===== config.mk =====
export PLATFORM = sky130hd
export DESIGN_NAME = cartridge_bank_mapper_irq_unit
export DESIGN_NICKNAME = d
export VERILOG_FILES = /design/src/design/cbm_pkg.sv /design/src/design/cbm_regs.sv /design/src/design/cbm_xlate.sv /design/src/design/cartridge_bank_mapper_irq_unit.sv
export SDC_FILE = /design/constraint.sdc
export NUM_CORES = 1
export LEC_CHECK = 0
export BUFFER_PORTS_ARGS = -buffer_cell sky130_fd_sc_hd__buf_2
export CORE_ASPECT_RATIO = 0.75
export CORE_MARGIN = 2
export CORE_UTILIZATION = 60
export CTS_CLUSTER_DIAMETER = 30
export DETAILED_ROUTE_END_ITERATION = 8
export PLACE_DENSITY = 0.83
export SETUP_SLACK_MARGIN = 0.15
export SLEW_MARGIN = 20
export SYNTH_ARGS = -nofsm -noshare
export SYNTH_HDL_FRONTEND = slang
export SYNTH_SLANG_ARGS = --single-unit

===== constraint.sdc =====
create_clock -name clock -period 5.9 [get_ports clock]
set_clock_uncertainty 0.1 [all_clocks]
set_input_delay 0.295 -clock clock [delete_from_list [all_inputs] [get_ports clock]]
set_output_delay 0.295 -clock clock [all_outputs]
set_load 0.01 [all_outputs]

===== src/design/cbm_pkg.sv =====
// ----------------------------------------------------------------------------
// cbm_pkg
// Shared types and constants for the cartridge bank mapper with cycle IRQ.
// ----------------------------------------------------------------------------
package cbm_pkg;

   localparam logic [2:0] MODE_WRITE  = 3'd0;
   localparam logic [2:0] MODE_READ   = 3'd1;
   localparam logic [2:0] MODE_TICK   = 3'd2;
   localparam logic [2:0] MODE_CPU_XL = 3'd3;
   localparam logic [2:0] MODE_PPU_XL = 3'd4;

   localparam logic [2:0] CHIP_ROM0 = 3'd0;
   localparam logic [2:0] CHIP_ROM1 = 3'd1;
   localparam logic [2:0] CHIP_WRAM = 3'd2;
   localparam logic [2:0] CHIP_CHR  = 3'd3;
   localparam logic [2:0] CHIP_NONE = 3'd4;

   localparam logic [15:0] ADDR_LATCH_LO = 16'hD600;
   localparam logic [15:0] ADDR_LATCH_HI = 16'hD700;
   localparam logic [15:0] ADDR_ACK      = 16'hD800;
   localparam logic [15:0] ADDR_RELOAD   = 16'hD900;
   localparam logic [15:0] ADDR_READ_C   = 16'hDC00;
   localparam logic [15:0] ADDR_READ_D   = 16'hDD00;

   localparam logic [7:0] PRG_ROM1_BASE = 8'h40;
   localparam logic [7:0] BANK_LAST     = 8'hFF;
   localparam logic [7:0] BANK_WRAM_HI  = 8'd2;

   typedef struct packed {
      logic [7:0]  cycles;
      logic [7:0]  wdata;
      logic [15:0] address;
      logic [2:0]  mode;
   } item_type;

   typedef struct packed {
      logic [7:0] read_data;
      logic       read_hit;
      logic       irq_line;
   } status_type;

   typedef struct packed {
      logic       wram_bank;
      logic [7:0] prg_8000;
      logic [7:0] prg_a000;
      logic [7:0] prg_c000;
      logic       chr_bank;
   } banks_type;

   typedef struct packed {
      logic [2:0]  chip;
      logic [7:0]  bank;
      logic [12:0] offset;
   } xlate_type;

   typedef struct packed {
      logic [12:0] offset;
      logic [7:0]  bank;
      logic [2:0]  chip;
      logic        irq_line;
      logic        read_hit;
      logic [7:0]  read_data;
   } result_type;

endpackage


===== src/design/cbm_regs.sv =====
// ----------------------------------------------------------------------------
// cbm_regs
// Mapper register file and cycle IRQ counter; updates on each executed item.
// ----------------------------------------------------------------------------
module cbm_regs #(
   parameter int REG_COUNT = 16
) (
   input  logic                clock,
   input  logic                reset,
   input  logic                exec,
   input  cbm_pkg::item_type   item,
   output cbm_pkg::status_type status,
   output cbm_pkg::banks_type  banks
);

   localparam int IDX_W = $clog2(REG_COUNT);

   logic [7:0]       reg_file_ff [REG_COUNT];
   logic [15:0]      latch_ff, latch_in;
   logic [16:0]      counter_ff, counter_in;
   logic             enable_ff, enable_in;
   logic             reenable_ff, reenable_in;
   logic             pending_ff, pending_in;
   logic [IDX_W-1:0] idx;
   logic             wr_hit;
   logic [16:0]      counter_sum;
   logic [8:0]       read_sum;
   logic             read_hit;

   assign idx         = item.address[8 +: IDX_W];
   assign wr_hit      = (item.mode == cbm_pkg::MODE_WRITE) && item.address[15];
   assign counter_sum = counter_ff + {9'd0, item.cycles};
   assign read_sum    = {1'b0, reg_file_ff[idx]} + {1'b0, reg_file_ff[IDX_W'(11)]};
   assign read_hit    = (item.mode == cbm_pkg::MODE_READ) &&
                        ((item.address == cbm_pkg::ADDR_READ_C) ||
                         (item.address == cbm_pkg::ADDR_READ_D));

   always_comb begin
      latch_in    = latch_ff;
      counter_in  = counter_ff;
      enable_in   = enable_ff;
      reenable_in = reenable_ff;
      pending_in  = pending_ff;
      unique case (item.mode)
         cbm_pkg::MODE_WRITE: begin
            if (wr_hit) begin
               priority if (item.address == cbm_pkg::ADDR_LATCH_LO) begin
                  latch_in = {latch_ff[15:8], item.wdata};
               end else if (item.address == cbm_pkg::ADDR_LATCH_HI) begin
                  latch_in = {item.wdata, latch_ff[7:0]};
               end else if (item.address == cbm_pkg::ADDR_RELOAD) begin
                  counter_in  = {1'b0, latch_ff};
                  enable_in   = item.wdata[1];
                  reenable_in = item.wdata[0];
                  pending_in  = 1'b0;
               end else if (item.address == cbm_pkg::ADDR_ACK) begin
                  enable_in  = reenable_ff;
                  pending_in = 1'b0;
               end else begin
               end
            end
         end
         cbm_pkg::MODE_TICK: begin
            if (enable_ff) begin
               counter_in = counter_sum;
               if (counter_sum[16]) begin
                  pending_in = 1'b1;
               end
            end
         end
         default: begin
         end
      endcase
   end

   always_ff @(posedge clock) begin
      if (reset) begin
         for (int i = 0; i < REG_COUNT; i++) begin
            reg_file_ff[i] <= 8'd0;
         end
         latch_ff    <= 16'd0;
         counter_ff  <= 17'd0;
         enable_ff   <= 1'b0;
         reenable_ff <= 1'b0;
         pending_ff  <= 1'b0;
      end else if (exec) begin
         if (wr_hit) begin
            reg_file_ff[idx] <= item.wdata;
         end
         latch_ff    <= latch_in;
         counter_ff  <= counter_in;
         enable_ff   <= enable_in;
         reenable_ff <= reenable_in;
         pending_ff  <= pending_in;
      end
   end

   assign status.read_hit  = read_hit;
   assign status.read_data = read_hit ? read_sum[7:0] : 8'd0;
   assign status.irq_line  = pending_in;

   assign banks.wram_bank = reg_file_ff[IDX_W'(0)][0];
   assign banks.prg_8000  = reg_file_ff[IDX_W'(2)];
   assign banks.prg_a000  = reg_file_ff[IDX_W'(3)];
   assign banks.prg_c000  = reg_file_ff[IDX_W'(4)];
   assign banks.chr_bank  = reg_file_ff[IDX_W'(5)][0];

endmodule


===== src/design/cbm_xlate.sv =====
// ----------------------------------------------------------------------------
// cbm_xlate
// CPU and PPU address windows to chip, bank and offset.
// ----------------------------------------------------------------------------
module cbm_xlate (
   input  cbm_pkg::item_type  item,
   input  cbm_pkg::banks_type banks,
   output cbm_pkg::xlate_type xlate
);

   logic [7:0]  prg_val;
   logic [15:0] addr;

   assign addr = item.address;

   always_comb begin
      priority if (addr[15:13] == 3'b110) begin
         prg_val = banks.prg_c000;
      end else if (addr[15:13] == 3'b101) begin
         prg_val = banks.prg_a000;
      end else begin
         prg_val = banks.prg_8000;
      end
   end

   always_comb begin
      xlate.chip   = cbm_pkg::CHIP_NONE;
      xlate.bank   = 8'd0;
      xlate.offset = 13'd0;
      unique case (item.mode)
         cbm_pkg::MODE_CPU_XL: begin
            priority if (addr[15:13] == 3'b111) begin
               xlate.chip   = cbm_pkg::CHIP_ROM1;
               xlate.bank   = cbm_pkg::BANK_LAST;
               xlate.offset = addr[12:0];
            end else if (addr[15]) begin
               if (prg_val >= cbm_pkg::PRG_ROM1_BASE) begin
                  xlate.chip = cbm_pkg::CHIP_ROM1;
                  xlate.bank = prg_val - cbm_pkg::PRG_ROM1_BASE;
               end else begin
                  xlate.chip = cbm_pkg::CHIP_ROM0;
                  xlate.bank = prg_val;
               end
               xlate.offset = addr[12:0];
            end else if (addr[15:12] == 4'h7) begin
               xlate.chip   = cbm_pkg::CHIP_WRAM;
               xlate.bank   = cbm_pkg::BANK_WRAM_HI;
               xlate.offset = {1'b0, addr[11:0]};
            end else if (addr[15:12] == 4'h6) begin
               xlate.chip   = cbm_pkg::CHIP_WRAM;
               xlate.bank   = {7'd0, banks.wram_bank};
               xlate.offset = {1'b0, addr[11:0]};
            end else begin
            end
         end
         cbm_pkg::MODE_PPU_XL: begin
            priority if (addr[15:12] == 4'h0) begin
               xlate.chip   = cbm_pkg::CHIP_CHR;
               xlate.bank   = {7'd0, banks.chr_bank};
               xlate.offset = {1'b0, addr[11:0]};
            end else if (addr[15:12] == 4'h1) begin
               xlate.chip   = cbm_pkg::CHIP_CHR;
               xlate.bank   = 8'd0;
               xlate.offset = {1'b0, addr[11:0]};
            end else begin
            end
         end
         default: begin
         end
      endcase
   end

endmodule


===== src/design/cartridge_bank_mapper_irq_unit.sv =====
// ----------------------------------------------------------------------------
// cartridge_bank_mapper_irq_unit
// A request transfer is registered in the input register and then in the output
// register that drives rsp_tvalid; a stalled response can hold it in between.
// Throughput: one item per cycle while the response side keeps up.
// While a finished response waits, one more request is taken into the input
// register, then req_tready drops until the response is taken.
// Reset clears the register file, IRQ latch, counter, enables and pending.
// ----------------------------------------------------------------------------
module cartridge_bank_mapper_irq_unit #(
   parameter int REG_COUNT = 16
) (
   input  logic        clock,
   input  logic        reset,
   input  logic        req_tvalid,
   output logic        req_tready,
   input  logic [31:0] req_tdata,   // address[15:0], wdata[23:16], cycles[31:24]
   input  logic [2:0]  req_tuser,   // mode[2:0]
   output logic        rsp_tvalid,
   input  logic        rsp_tready,
   output logic [39:0] rsp_tdata    // read_data[7:0], read_hit[8], irq_line[9],
                                    // chip[12:10], bank[20:13], offset[33:21]
);

   cbm_pkg::item_type   in_ff;
   logic                in_valid_ff;
   cbm_pkg::result_type out_ff, out_in;
   logic                out_valid_ff;
   logic                exec;
   cbm_pkg::status_type status;
   cbm_pkg::banks_type  banks;
   cbm_pkg::xlate_type  xlate;

   assign exec       = in_valid_ff && (!out_valid_ff || rsp_tready);
   assign req_tready = !in_valid_ff || exec;

   always_ff @(posedge clock) begin
      if (reset) begin
         in_valid_ff <= 1'b0;
      end else if (req_tready) begin
         in_valid_ff <= req_tvalid;
      end
   end

   always_ff @(posedge clock) begin
      if (req_tready && req_tvalid) begin
         in_ff.mode    <= req_tuser;
         in_ff.address <= req_tdata[15:0];
         in_ff.wdata   <= req_tdata[23:16];
         in_ff.cycles  <= req_tdata[31:24];
      end
   end

   cbm_regs #(
      .REG_COUNT(REG_COUNT)
   ) u_regs (
      .clock (clock),
      .reset (reset),
      .exec  (exec),
      .item  (in_ff),
      .status(status),
      .banks (banks)
   );

   cbm_xlate u_xlate (
      .item (in_ff),
      .banks(banks),
      .xlate(xlate)
   );

   always_comb begin
      out_in.read_data = status.read_data;
      out_in.read_hit  = status.read_hit;
      out_in.irq_line  = status.irq_line;
      out_in.chip      = xlate.chip;
      out_in.bank      = xlate.bank;
      out_in.offset    = xlate.offset;
   end

   always_ff @(posedge clock) begin
      if (reset) begin
         out_valid_ff <= 1'b0;
      end else if (exec) begin
         out_valid_ff <= 1'b1;
      end else if (rsp_tready) begin
         out_valid_ff <= 1'b0;
      end
   end

   always_ff @(posedge clock) begin
      if (exec) begin
         out_ff <= out_in;
      end
   end

   assign rsp_tvalid = out_valid_ff;
   assign rsp_tdata  = {6'd0, out_ff};

endmodule


After elaboration in Yosys (flattened, before gate mapping)
Memory sizes are Yosys's and may differ from the RTL's. A register that Yosys moved wholly into a read port is not among the register bits.
Index checks and enable logic that the tools add are counted.

storage, ports and cells
  logic and storage cells = 105
  memories kept = 1
  register bits = 107
  bits in writable memories = 128
  input port bits = 39
  bits in read-only memories = 0
  latch bits = 0
  output and inout port bits = 42

memories
  name                words  width  rd ports  clocked after memory_dff  wr ports  RTL line        text
  u_regs.reg_file_ff  16     8      7         1                         16        cbm_regs.sv:18  logic [7:0] reg_file_ff [REG_COUNT];

cells by class
  equal/unequal tests = 21
  muxes and demuxes = 39
  $mul = 0
  bitwise logic cells = 2
  reductions and logical operators = 20
  $lt $le $gt $ge = 1
  shifts and indexed selects = 0
  $add $sub $neg = 3
  divide/modulo/power cells = 0

operator list
  cell                                                               number
  2-to-1 mux 24 bit                                                  6
  == test 16 bit, second input constant                              6
  2-to-1 mux 17 bit                                                  5
  case mux 24 bit (2 select lines)                                   1
  case mux 17 bit (2 select lines)                                   1
  2-to-1 mux 8 bit                                                   4
  2-to-1 mux 1 bit                                                   18
  adder 17 x 8 -> 17 bit                                             1
  == test 3 bit, second input constant                               4
  AND reduction 6 bit                                                2
  2-to-1 mux 9 bit                                                   1
  adder 8 bit                                                        1
  == test 4 x 3 -> 1 bit, second input constant                      2
  greater-or-equal comparator 8 x 7 -> 1 bit, second input constant  1
  2-to-1 mux 4 bit                                                   2
  OR reduction 8 bit                                                 1
  subtractor 8 x 7 -> 8 bit, second input constant                   1
  AND reduction 7 bit                                                1
  == test 3 x 2 -> 1 bit, second input constant                      2
  inequality test 2 bit, second input constant                       3
  nonzero test 2 bit                                                 3
  AND reduction 5 bit                                                1
  == test 4 x 1 -> 1 bit, second input constant                      1
  logical AND 1 bit                                                  4
  9 further kinds                                                    14

Logic depth before layout (Yosys ltp)
Gate-level depths: netlist (run 1).

  depth after elaboration = 8
  gate-level depth with buffers = 14
  gate-level depth less buffers = 11

By module
A second synthesis (run 1) with hierarchy kept.

second synthesis, totals
  cells, all modules = 860
  area, all modules = 11,323.4 um^2

modules (own cells, without submodules)
  module                          area an instance (um^2)  cells each  seq. area each (um^2)  times used
  cbm_regs                        8,385.5                  657         4,564.4                1
  cartridge_bank_mapper_irq_unit  2,224.6                  86          2,112.0                1
  cbm_xlate                       713.2                    117         0.0                    1

Worst setup path before layout (run 1)
Ideal clock, no wire load.

  path type = register to register
  start = reg (tool-made name)
  end = reg out_ff, in the netlist rsp_tdata[6], data pin
  period minus slack after synthesis = 4.210 ns
  library setup time = 0.266 ns
  path buffers = 3
  stages on the path, launching flop included = 15
  required time = 5.534 ns
  arrival = 3.843 ns
  path slack = 1.690 ns
  cell sequence = dfxtp_1 -> clkbuf_1 -> buf_1 -> buf_1 -> mux4_2 -> mux4_2 -> ha_1 -> inv_1 -> fa_1 -> nor2b_1 -> o21ai_0 -> a21boi_0 -> o21ai_0 -> nor3b_1 -> nor3_1

RTL lines
  what                  RTL line                              text
  end signal, assigned  cartridge_bank_mapper_irq_unit.sv:92  out_ff <= out_in;
  end, declared         cartridge_bank_mapper_irq_unit.sv:27  cbm_pkg::result_type out_ff, out_in;

==> results of run 1 <==
synthesized netlist by cell type (3+ instances only):
cell type	count
edfxtp_1	197
and2_1	143
nor2_1	60
dfxtp_1	42
nand2_1	42
mux4_2	39
clkbuf_1	37
a21oi_1	24
mux2i_1	20
inv_1	18
or2_2	18
ha_1	17
o21ai_0	16
nor3_1	15
o22ai_1	11
nand2b_1	10
a21o_1	8
o221a_2	8
a211oi_1	7
nand3_1	7
xnor2_1	7
a311oi_1	6
buf_4	6
nor2b_1	5
and3_1	4
buf_1	4
mux2_2	4
nand4_1	4
nor3b_1	4
nor4_1	4
o211ai_1	4
o21a_1	4
or3_1	4
xor2_1	4
a31oi_1	3
buf_2	3
o41ai_1	3
or4_1	3
metrics by stage:
| stage | area (um2) | power, uW | std cells | util (%) | hold WS (ns) |
|---|---|---|---|---|---|
| 4_1_cts | 13400 | 4520 | 1236 | 73.0 | 0.291 |
| 3_5_place_dp | 11700 | 2240 | 1132 | 63.9 | 0.366 |
| 5_1_grt | 13400 | 4640 | 1236 | 73.1 | 0.341 |
| 2_1_floorplan | 11200 | 2140 | 854 | - | 0.294 |
| 6_report | 13400 | 4530 | 1236 | 73.1 | 0.314 |
| 3_3_place_gp | 11700 | 2230 | 1132 | 63.9 | 0.351 |
layer usage:
metal  wire length (um)  share of wire [%]  track usage, %  vias up
met3               3510                 13            9.12       62
met4                732                2.7            9.79        0
met1              11000                 40            40.3     3712
li1                   -                  -               -     3374
met5                  0                  0               0        -
met2              12200                 44            43.4      517
registers in the layout (all words and copies together), names as in the netlist, 16 cells and up, named ones only:
name / cells
u_regs.latch_ff: 16
u_regs.counter_ff: 17
in_ff: 35
u_regs.reg_file_ff: 128
rsp_tdata: 34
power groups by stage:
| stage | Combinational (uW) | Sequential [uW] | Clock [uW] |
|---|---|---|---|
| floorplan | 200 | 1940 | 0 |
| global placement | 237 | 1990 | 0 |
| detailed placement | 247 | 1990 | 0 |
| CTS | 269 | 1960 | 2300 |
| global route | 294 | 1970 | 2380 |
| finish | 274 | 1960 | 2290 |
worst max-delay path: stages (launching register included):
cell and delay (ns):
dfxtp_1 1.01, buf_4 0.35, mux4_2 0.37, mux4_2 0.50
ha_1 0.36, a21oi_1 0.24, o21ai_0 0.19, o41ai_1 0.40
xnor2_1 0.17, nor2_1 0.05
cell families (layout without fill, tap and decap cells):
family | after synthesis | in the layout | synth area share, %
and+or+nand+nor | 335 | 335 | 16.7
DFF | 239 | 239 | 60.4
AOI/OAI and AO/OA | 112 | 112 | 7.04
buffers and inverters | 69 | 204 | 2.62
muxes | 63 | 63 | 10.1
adders and majority gates | 19 | 19 | 2.26
xor gates and xnor gates | 11 | 11 | 0.862
other | 1 | 6 | 0.0335
final timing paths:
kind / from / endpoint / slack (ns)
worst max-delay path: register / rsp_tdata[7] / 1.88
worst min-delay path: reset / u_regs.latch_ff[7] / 0.31
worst max register to register: register / rsp_tdata[7] / 1.88
worst min register to register: u_regs.pending_ff / u_regs.pending_ff / 0.38
final cells by class:
type                       count  area share, %
clock buffer                  39           7.20
multi-input combinational    546           31.0
inverter                      18          0.504
tap                          247           2.31
clock inverter                28           2.60
sequential                   239           50.4
timing repair buffer         119           5.97
timing repair:
action / 4_1_cts / 5_1_grt
hold buffers: 37 / 0
buffers inserted: 0 / 0
hold endpoints to repair: 41 / 0
==> impl_metrics.ini, run 1 <==
[critical_path]
endpoint_kind = register
cp_max_fo = 21
worstSetupStartpointType = register
cp.required_ns = 6.04
r2r_cells = 9
cp.arrival_ns = 4.16
critPathKind = register to register

[placed_design]
dpl.hpwl_mm = 17.0
post-place-ws_ns = 1.80
io_buffers = 74
gp_congestion = 0.949

[run_status]
outcome = finished clean

[yosys]
yosysUniqueCellTypes = 62
ys_seq_area_share_pct = 60.4
synth_cells = 849
synth-edff-count = 197
ys_warn_count = 0
ys_seq_elements = 239
yosys-top-cells-area = edfxtp_1, and2_1, mux4_2
ys_async_sr_fraction_pct = 0
synth_top_area_share_pct = 52.9
ys.flop_type = edfxtp_1
yosysTopAreaCell = edfxtp_1
netlist_area_um2 = 11200
avgSynthCellArea_um2 = 13.2

[layout]
layout_commonest_cell = edfxtp_1
final_cell_mix = edfxtp_1, and2_1, buf_2
drive_gt1_share_pct = 22.5
areaGrowthSynthToFinish_pct = 19.9
insertedDiodeCount = 0
fill_cells = 1119
layout.nets = 1019
seq_area_um2 = 6760
multi_input_area_um2 = 4150

[global_route]
grt_use_total_pct = 28.8
overflow = 0
grt_max_degree = 59
antenna_found_initial = 0
grt_pass1_wl_mm = 42.5
grt_pass1_vias = 7502

[power]
p_sw_uw = 1070
pwr-share-clk_pct = 50.6
ir_drop_mv = 0.255
seqPwrFrac_pct = 43.3
combPwrFrac_pct = 6.1
power.share.switching_pct = 23.6
leakage_uw = 0.00498
powerDensity_nw_per_um2 = 338
p_int_uw = 3460

[cts]
htreeDepth = 2
cts_resized = 0
clkSinkCount = 239
clk_latency_ns = 0.51
clockBufferDepth = 3
cts_buffers = 37
cts_tree = done
clkTransAtPathRegs_ns = 0.06
cts_root_buf = clkbuf_16

[sta]
rsz0062_at_grt = no
worstMarginPinSlew_ns = 1.09
setup_ws_ns = 1.88
setup_tns_ns = 0
min_period_ns = 4.02
finalCritPeriodShare_pct = 68.2
slew_violations = 0
hold_viol_final = 0
finalSetupViolCount = 0
fmax_mhz = 249
slew_headroom_pct = 27.2

[floorplan]
core_um2 = 18300
rows = 43
ios = 81
die_y_um = 122
dieArea_um2 = 19700
die_x_um = 162
start_util_pct = 60.9

[routing]
drt-initial-drc-count = 823
vias = 7665
drtPass1Iterations = 5
drcViolationCount = 0
ant_nets = 0
detail_route.vias_per_cell = 6.20
wl_per_cell_um = 22.2
routed_wl_mm = 27.4

[job]
drv_cap = 0

[min_path]
hold_depth = 3
hp-class = input port to register
Note: power is estimated with default switching activity, not from simulation.
==> inputs of run 2 (changes only) <==
==> constraint.sdc (replaced) <==
create_clock -name clock -period 4.07 [get_ports clock]
set_clock_uncertainty 0.1 [all_clocks]
set_input_delay 0.2035 -clock clock [delete_from_list [all_inputs] [get_ports clock]]
set_output_delay 0.2035 -clock clock [all_outputs]
set_load 0.01 [all_outputs]
==> run 2 against run 1 <==
Hold slack worse by 0.015 ns. Flip-flop and latch count did not move. Core utilization rose by 0.62 points. Die area is the same. Largest power group unchanged. Count of clock-buffer cells in the layout rose by 9. Via count down 1.7%. Final area rose by 0.85%. Power rose by 45%. Critical path type unchanged. Setup slack got worse by 1.4 ns. Routed wire length shrank 3.2%. Sequential power grew 44%.
==> impl_metrics.ini, run 2 (synthesized netlist as in run 1, its figures left out) <==
[layout]
fill_cells = 1110
fin_util_pct = 73.7
drive_gt1_share_pct = 23.0
multi_input_area_um2 = 4150
layout_commonest_cell = edfxtp_1
largest_reg_flops = 128
seq_area_um2 = 6760
insertedDiodeCount = 0
largest_register = u_regs.reg_file_ff
final_cell_mix = edfxtp_1, and2_1, buf_2
stdcell_count = 1252
layout.nets = 1033
areaGrowthSynthToFinish_pct = 20.9

[power]
ir_drop_mv = 0.344
total_power_uw = 6550
powerDensity_nw_per_um2 = 485
leakage_uw = 0.00505

[cts]
cts_root_buf = clkbuf_16
clockBufferDepth = 3
clkTransAtPathRegs_ns = 0.05
cts_buffers = 38
htreeDepth = 2
clk_latency_ns = 0.51
cts_resized = 0
clkSinkCount = 239
cts_tree = done

[sta]
setup_ws_ns = 0.444
finalCritPeriodShare_pct = 89.1
finalSetupViolCount = 0
setup_tns_ns = 0
fmax_mhz = 276
min_period_ns = 3.63
rsz0062_at_grt = no
hold_viol_final = 0
slew_headroom_pct = 35.9
worstMarginPinSlew_ns = 0.961
slew_violations = 0

[critical_path]
endpoint_kind = register
cp.required_ns = 4.22
cp.arrival_ns = 3.77
slowest_stage = dfxtp_2
cp_cell_sequence = mux4_2 > mux4_2 > ha_1 > a21o_1 > a21oi_1 > o21ai_0 > o41ai_1 > xnor2_1 > nor2_1
cp_top_family = multiplexers
cp_max_fo = 15
worstSetupStartpointType = register
critPathKind = register to register
critical_path.most_common_cell = mux4_2
cpPeakStageDelay_ns = 0.62
path_buf_inv = 0

[global_route]
grt_use_total_pct = 28.1
overflow = 0
grt_max_degree = 43
antenna_found_initial = 1
grt_pass1_vias = 7400
grt_pass1_wl_mm = 41.3

[placed_design]
post-place-ws_ns = 0.489
dp_cells = 1143
dpl.hpwl_mm = 17.0
io_buffers = 74
gp_congestion = 0.880

[routing]
vias = 7538
drt-initial-drc-count = 794
detail_route.vias_per_cell = 6.02
routed_wl_mm = 26.6
ant_nets = 0
drcViolationCount = 0
wl_per_cell_um = 21.2
drtPass1Iterations = 5

[floorplan]
dieArea_um2 = 19700
die_y_um = 122
start_util_pct = 60.9
core_um2 = 18300
ios = 81
die_x_um = 162
rows = 43

[job]
drv_cap = 0

[run_status]
outcome = finished clean

[min_path]
hp-class = input port to register
## run 2: stage by stage
stage          hold WS (ns)  area [um2]
3_5_place_dp          0.282       11800
3_3_place_gp          0.280       11800
5_1_grt               0.303       13500
6_report              0.299       13500
2_1_floorplan         0.202       11200
4_1_cts               0.293       13500
## run 2: path summary, 6_finish.rpt
path,from,cells after the start,slack [ns],to
worst max-delay path,register,9,0.44,rsp_tdata[7]
worst min-delay path,req_tdata[5],2,0.30,in_ff[8]
worst max register to register,register,9,0.44,rsp_tdata[7]
worst min register to register,u_regs.pending_ff,1,0.37,u_regs.pending_ff
## run 2: where the power goes
part / switching, uW / leakage [uW] / internal, uW
Sequential: 97.5 / 0.00232 / 2730
Combinational: 211 / 0.00210 / 206
Clock: 1160 / 0.000629 / 2140
## run 2: area by class of cell
class                           instances  share of cell area [%]
Sequential cell                       239                    50.0
Multi-Input combinational cell        546                    30.7
Clock buffer                           48                    7.94
Timing Repair Buffer                  132                    6.68
Tap cell                              247                    2.29
Clock inverter                         22                    1.88
Inverter                               18                   0.500
## run 2: per-layer routing
layer | vias up | wire [um] | track usage [%]
met5 | - | 19 | 0
met4 | 2 | 758 | 8.52
met3 | 75 | 3150 | 8.34
met2 | 450 | 11800 | 43.4
met1 | 3607 | 10900 | 39.0
li1 | 3404 | - | -
## run 2: timing repair
| item | 4_1_cts | 5_1_grt |
|---|---|---|
| hold buffers | 39 | 0 |
| endpoints found under the hold margin | 42 | 0 |
| setup endpoints to repair | 0 | 0 |
| setup buffers | 0 | 0 |
